--- src/rtl/swm_pkg.sv ---
// shared types and constants of the sliding window median filter
// no dependencies; used by swm_cell and sliding_window_median
package swm_pkg;

   localparam int MAX_WINDOW  = 32;
   localparam int SAMPLE_BITS = 16;
   localparam int LEN_BITS    = $clog2(MAX_WINDOW + 1);
   localparam int AGE_BITS    = (MAX_WINDOW > 1) ? $clog2(MAX_WINDOW) : 1;
   localparam int IDX_BITS    = AGE_BITS;
   localparam int OUT_BITS    = SAMPLE_BITS + 1;
   localparam int REQ_BYTES   = (SAMPLE_BITS + 7) / 8;
   localparam int RSP_BYTES   = (OUT_BITS + 7) / 8;
   localparam int CSR_BITS    = 6;

   typedef struct packed {
      logic                          valid;
      logic signed [SAMPLE_BITS-1:0] value;
      logic [AGE_BITS-1:0]           age;
   } entry_type;

   // what a cell shows its neighbors
   typedef struct packed {
      entry_type ent;
      logic      le;   // valid and value <= incoming sample
      logic      sh;   // the removed entry sits at or below this cell
   } link_type;

   // broadcast control from the top level to every cell
   typedef struct packed {
      logic                          advance;
      logic                          flush;
      logic                          full;
      logic [AGE_BITS-1:0]           oldest_age;
      logic signed [SAMPLE_BITS-1:0] sample;
   } cell_ctl_type;

endpackage

--- src/rtl/swm_cell.sv ---
// one slot of the sorted window: value, age and valid flag
// depends on swm_pkg
module swm_cell
   import swm_pkg::*;
(
   input  logic         clock,
   input  logic         reset,
   input  cell_ctl_type ctl,
   input  link_type     left_link,
   input  link_type     right_link,
   output link_type     link,
   output entry_type    entry
);

   entry_type ent_ff, ent_in;
   entry_type cur_ent, prev_ent, new_ent, pick;
   logic      old_hit, le_own, le_cur, le_prev;

   always_comb begin
      old_hit = ctl.full && ent_ff.valid && (ent_ff.age == ctl.oldest_age);
      le_own  = ent_ff.valid && (ent_ff.value <= ctl.sample);

      link.ent = ent_ff;
      link.le  = le_own;
      link.sh  = left_link.sh | old_hit;

      // slot content once the oldest entry has left
      cur_ent  = link.sh ? right_link.ent : ent_ff;
      le_cur   = link.sh ? right_link.le : le_own;
      prev_ent = left_link.sh ? ent_ff : left_link.ent;
      le_prev  = left_link.sh ? le_own : left_link.le;

      new_ent.valid = 1'b1;
      new_ent.value = ctl.sample;
      new_ent.age   = '0;

      priority if (le_cur) begin
         pick = cur_ent;
      end else if (le_prev) begin
         pick = new_ent;
      end else begin
         pick = prev_ent;
      end
      // everything already in the window grows one older
      if (!(le_prev && !le_cur)) begin
         pick.age = pick.age + AGE_BITS'(1);
      end

      ent_in = ent_ff;
      if (ctl.flush) begin
         ent_in.valid = 1'b0;
      end else if (ctl.advance) begin
         ent_in = pick;
      end
   end

   always_ff @(posedge clock) begin
      if (reset) begin
         ent_ff.valid <= 1'b0;
      end else begin
         ent_ff.valid <= ent_in.valid;
      end
      ent_ff.value <= ent_in.value;
      ent_ff.age   <= ent_in.age;
   end

   assign entry = ent_ff;

endmodule

--- src/rtl/sliding_window_median.sv ---
// top level of the sliding window median filter: cell chain, fill count, output stage
// depends on swm_pkg and swm_cell
//
// Sliding window median filter. Signed 16-bit samples enter on req_*; the last
// window_len samples are kept in a chain of MAX_WINDOW cells that stays sorted
// in ascending order, each cell carrying the age of its sample. A sample is
// taken every clock: in the cycle of the transfer the oldest sample leaves (once
// the window is full) and the new one is put in its place in the order, all
// cells moving at once. The output register takes twice the median (sum of the
// two middle values, or twice the middle value for an odd length), shown on rsp_*
// as 17-bit two's complement with one fractional bit. No result comes until the
// window has filled. Writing window_len on csr_* empties the window; a length of
// zero behaves as one and a length above 32 as 32. The only stall source is the
// output register: req_tready drops while a finished result waits behind one
// that rsp_tready has not taken.
module sliding_window_median
   import swm_pkg::*;
(
   input  logic                   clock,
   input  logic                   reset,
   // input stream
   input  logic                   req_tvalid,
   output logic                   req_tready,
   input  logic [REQ_BYTES*8-1:0] req_tdata,   // [15:0] sample
   // result stream
   output logic                   rsp_tvalid,
   input  logic                   rsp_tready,
   output logic [RSP_BYTES*8-1:0] rsp_tdata,   // [16:0] median_x2
   // configuration
   input  logic                   csr_wr_en,
   input  logic [CSR_BITS-1:0]    csr_wr_data  // window_len
);

   // registers
   logic [CSR_BITS-1:0]        len_ff, len_in;
   logic [LEN_BITS-1:0]        fill_ff, fill_in;
   logic                       pend_ff, pend_in;
   logic                       out_vld_ff, out_vld_in;
   logic signed [OUT_BITS-1:0] out_ff, out_in;

   // control
   logic [LEN_BITS-1:0]        eff_len, fill_next;
   logic                       full, accept, out_stall, load_out;
   logic [IDX_BITS-1:0]        hi_idx, lo_idx;
   logic signed [SAMPLE_BITS-1:0] hi_val, lo_val;
   cell_ctl_type               ctl;

   link_type  links [MAX_WINDOW];
   entry_type ents  [MAX_WINDOW];
   link_type  edge_left, edge_right;

   // effective window length: zero acts as one, too large clips
   always_comb begin
      if (csr_wr_data == '0) begin
         len_in = csr_wr_data;
      end else begin
         len_in = csr_wr_data;
      end
      if (len_ff == '0) begin
         eff_len = LEN_BITS'(1);
      end else if (32'(len_ff) > MAX_WINDOW) begin
         eff_len = LEN_BITS'(MAX_WINDOW);
      end else begin
         eff_len = LEN_BITS'(len_ff);
      end
   end

   // handshake: hold the chain while a result waits behind a stalled output
   assign out_stall  = out_vld_ff && !rsp_tready;
   assign req_tready = !(pend_ff && out_stall);
   assign accept     = req_tvalid && req_tready;
   assign load_out   = pend_ff && !out_stall;

   assign full      = (fill_ff == eff_len);
   assign fill_next = full ? fill_ff : fill_ff + LEN_BITS'(1);

   always_comb begin
      ctl.advance    = accept;
      ctl.flush      = csr_wr_en;
      ctl.full       = full;
      ctl.oldest_age = AGE_BITS'(eff_len - LEN_BITS'(1));
      ctl.sample     = req_tdata[SAMPLE_BITS-1:0];

      // chain ends: below the first cell everything counts as smaller,
      // above the last there is nothing
      edge_left.ent   = '0;
      edge_left.le    = 1'b1;
      edge_left.sh    = 1'b0;
      edge_right.ent  = '0;
      edge_right.le   = 1'b0;
      edge_right.sh   = 1'b0;

      fill_in = fill_ff;
      pend_in = pend_ff && !load_out;
      if (csr_wr_en) begin
         fill_in = '0;
         pend_in = 1'b0;
      end else if (accept) begin
         fill_in = fill_next;
         pend_in = (fill_next == eff_len);
      end
   end

   // the sorted chain
   for (genvar k = 0; k < MAX_WINDOW; k++) begin : g_cell
      swm_cell u_cell (
         .clock      (clock),
         .reset      (reset),
         .ctl        (ctl),
         .left_link  ((k == 0) ? edge_left : links[(k == 0) ? 0 : k-1]),
         .right_link ((k == MAX_WINDOW-1) ? edge_right
                                          : links[(k == MAX_WINDOW-1) ? k : k+1]),
         .link       (links[k]),
         .entry      (ents[k])
      );
   end

   // middle taps, picked one-hot from the settled chain
   always_comb begin
      logic [LEN_BITS-1:0] half;
      half   = eff_len >> 1;
      hi_idx = IDX_BITS'(half);
      lo_idx = eff_len[0] ? IDX_BITS'(half) : IDX_BITS'(half - LEN_BITS'(1));
      hi_val = '0;
      lo_val = '0;
      for (int k = 0; k < MAX_WINDOW; k++) begin
         if (IDX_BITS'(k) == hi_idx) begin
            hi_val = hi_val | ents[k].value;
         end
         if (IDX_BITS'(k) == lo_idx) begin
            lo_val = lo_val | ents[k].value;
         end
      end
   end

   // output register
   always_comb begin
      out_in     = out_ff;
      out_vld_in = out_vld_ff && !rsp_tready;
      if (load_out) begin
         out_in     = OUT_BITS'(hi_val) + OUT_BITS'(lo_val);
         out_vld_in = 1'b1;
      end
   end

   always_ff @(posedge clock) begin
      if (reset) begin
         len_ff     <= CSR_BITS'(3);
         fill_ff    <= '0;
         pend_ff    <= 1'b0;
         out_vld_ff <= 1'b0;
      end else begin
         if (csr_wr_en) begin
            len_ff <= len_in;
         end
         fill_ff    <= fill_in;
         pend_ff    <= pend_in;
         out_vld_ff <= out_vld_in;
      end
      out_ff <= out_in;
   end

   assign rsp_tvalid = out_vld_ff;
   assign rsp_tdata  = {{(RSP_BYTES*8-OUT_BITS){1'b0}}, out_ff};

endmodule
--- config.mk ---
export PLATFORM = sky130hd
export DESIGN_NAME = sliding_window_median
export DESIGN_NICKNAME = d
export VERILOG_FILES = /design/src/rtl/swm_pkg.sv /design/src/rtl/swm_cell.sv /design/src/rtl/sliding_window_median.sv
export SDC_FILE = /design/constraint.sdc
export NUM_CORES = 2
export LEC_CHECK = 0
export CAP_MARGIN = 20
export CORE_MARGIN = 5
export CORE_UTILIZATION = 41
export DETAILED_ROUTE_END_ITERATION = 16
export DONT_BUFFER_PORTS = 1
export PLACE_DENSITY = 0.54
export SLEW_MARGIN = 20
export SYNTH_ARGS = -nofsm -noshare
export SYNTH_HDL_FRONTEND = slang
export SYNTH_SLANG_ARGS = --single-unit
export TNS_END_PERCENT = 5
--- constraint.sdc ---
create_clock -name clock -period 34.6 [get_ports clock]
set_clock_uncertainty 0.2 [all_clocks]
set_input_delay 3.46 -clock clock [delete_from_list [all_inputs] [get_ports clock]]
set_output_delay 3.46 -clock clock [all_outputs]
set_load 0.02 [all_outputs]
==> results.ini <==
[status]
run_status=finished, final reports clean

[worst_setup_path]
crit_buf_inv=2
critical_path_arrival_ps=9200
worstPathRequired_ps=34880
start_kind=flop
cp-end-kind=flop
crit_fanout=30
critPathKind=flop to flop
cpPeakStageDelay_ps=870
path_delay_family=compound AO/OA/AOI/OAI gates
crit_slowest_cell=dfxtp_1
path_common_cell=o21ai_0

[logic_synthesis]
async_flop_share_pct=0
synthDistinctLibCells=106
avgSynthCellArea_um2=9.11
yosysWarnings=0
synth_edf_count=689
syn-cell-area_um2=65700
synth.ff_latch_count=735
ys.flop_type=edfxtp_1
synthCells=7209
synth-seq-area-share_pct=32.9

[global_routing]
antenna_found_initial=10
grt_overflow=0
gr-usage-all-layers_pct=34.7
use_met2_pct=48.9
grt_first_pass_wirelength_um=429000
grt_max_degree=154
use_met3_pct=8.60
busiest_layer=met1
grt_pass1_vias=57300
grt_util_met1_pct=50.3

[timing]
min_period_ps=8920
slew_viol_final=0
rsz0062_at_grt=no
setup_viol=0
timing_hold_violations_final=0
max_freq_ghz=0.112
finalSetupTns_ps=0
finalCritPeriodShare_pct=25.8
relSlewSlack_pct=17.9
worst_slack_ps=25680
tightest_slew_ps=1220

[place]
gp_congestion=1.01
dp_hpwl_um=219000
place_inst=8939
post-place-ws_ps=25200
placed_area_um2=67900
port_buffers=0

[drt]
vias_per_cell=6.79
dr.pass1.iters=8
drtIter0Drc=8721
wl_um=305000
ant_nets=0
post_drt_wl_per_cell_um=33.4
drc=0
vias=62000

[power_and_ir_drop]
p_leak_nw=28.5
power_density_nw_per_um2=40.3
switching_power_mw=0.967
p_comb_share_pct=22.9
pwr-share-seq_pct=40.0
ir_worst_vdd_mv=0.0377
internal_power_mw=1.90
clockPowerShare_pct=37.2
swShare_pct=33.8

[finish]
synthToLayoutAreaGrowth_pct=8.33
utilization_pct=44.8
regArea_um2=21600
drive_above_1_share_pct=7.43
design_area_um2=71100
fill_cells=15300
final_nets=7562
final_cell_count_no_fill=9129
layout_commonest_cell=edfxtp_1
layout_common_cells=689 x edfxtp_1, 661 x nand2_1, 657 x mux2i_1
multi_input_area_um2=41800

[clock_tree]
cts-root-buf=clkbuf_16
post_cts_buffers=0
postCtsResizedCells=0
cts.sinks=735
clkTransAtPathRegs_ps=60
cts_tree=built
clock_latency_ps=740
numCtsBuffers=97
htreeDepth=3
clock_path_buffers=3
cts_hold_buffers=0

[floorplanning]
start_util_pct=41.4
die_h_um=410
coreArea_um2=159000
num_rows=146
dieArea_um2=168000
io_pins=53
die_x_um=410

[flow_run]
drv_cap=0

[hold_path]
hold_class=flop to flop

sequential cells by signal, summed over array words and instances (netlist names):
signal               flops
out_ff                  17
pend_ff                  1
g_cell.u_cell.entry    704
fill_ff                  6
rsp_tvalid               1
len_ff                   6
stage by stage:
step	power, mW	hold WS [ps]
detailed placement	1.79	302
floorplan	1.58	255
finish	2.86	307
global placement	1.78	289
global route	2.96	354
CTS	2.85	318
power groups by stage:
stage	Combinational (mW)	Sequential [mW]	Clock, mW
4_1_cts	0.638	1.14	1.08
2_1_floorplan	0.444	1.13	0
3_3_place_gp	0.626	1.16	0
5_1_grt	0.708	1.14	1.11
6_report	0.655	1.14	1.06
3_5_place_dp	0.634	1.16	0
worst paths after layout:
| path | startpoint | slack [ps] | end | cells after the start |
|---|---|---|---|---|
| max | len_ff[4] | 25680 | out_ff[16] | 25 |
| min | pend_ff | 310 | rsp_tvalid | 2 |
| max reg2reg | len_ff[4] | 25680 | out_ff[16] | 25 |
| min reg2reg | pend_ff | 310 | rsp_tvalid | 2 |
worst reg2reg max path: stages (launching register included):
cell and delay, ps:
dfxtp_1 870, or4_4 330, a21o_2 160, buf_4 690, mux2i_1 390, nand2b_1 350, nor2_1 90, buf_4 220
a22o_1 260, a221oi_1 760, nand4_1 270, a211oi_1 430, nand3_1 170, ha_1 390, nor2b_1 130, o21ai_0 120
a21boi_0 290, o21ai_0 250, a21boi_0 340, o21ai_0 150, a21boi_0 290, o21a_1 170, o21ai_0 150, a2111oi_0 700
o21ai_0 230, a31o_2 280
logic make-up (layout without fill, tap and decap cells):
logic type / count (synthesis) / in the layout / share of synthesized area (%)
other cells: 1 / 13 / 0.00571
flops: 735 / 735 / 32.9
fa+ha+maj: 568 / 568 / 10.8
compound gates: 2326 / 2326 / 23.3
xor+xnor: 233 / 233 / 3.41
buf+inv: 671 / 507 / 4.17
simple gates: 1936 / 1936 / 13.9
mux: 739 / 739 / 11.4
layout make-up:
| cell class | instances | share of cell area, % |
|---|---|---|
| multi-input cells | 5809 | 58.7 |
| flip-flops and latches | 735 | 30.4 |
| clock buffers | 133 | 3.73 |
| well taps | 2072 | 3.64 |
| repair buffers | 183 | 1.96 |
| clock inverters | 50 | 0.802 |
| inverters | 141 | 0.744 |
| diodes | 6 | 0.0211 |
synthesized netlist by cell type, drive strengths merged (65+ instances only):
library cell / number / share of area, %
nor3: 122 / 0.99
mux2: 68 / 1.2
o21ai: 563 / 4.3
a22o: 89 / 1.2
inv: 140 / 0.80
buf: 190 / 1.4
nand4: 152 / 1.4
a22oi: 135 / 1.5
nand2: 665 / 3.8
o21a: 82 / 0.94
a221oi: 81 / 1.1
o211ai: 346 / 4.0
o22ai: 65 / 0.62
xor2: 94 / 1.3
nand3: 145 / 1.1
ha: 567 / 11
nor2b: 94 / 0.90
a211oi: 124 / 1.4
a21o: 103 / 1.2
mux2i: 671 / 10
a21oi: 461 / 3.5
edfxtp: 689 / 32
clkbuf: 340 / 1.9
nor2: 478 / 2.8
xnor2: 126 / 1.7
layer usage:
metal / wire length, um / vias to the layer above
met5: 57 / -
met1: 133000 / 30400
met3: 34300 / 550
met4: 14500 / 4
li1: - / 27300
met2: 123000 / 3692
(Power assumes the default switching activity.)
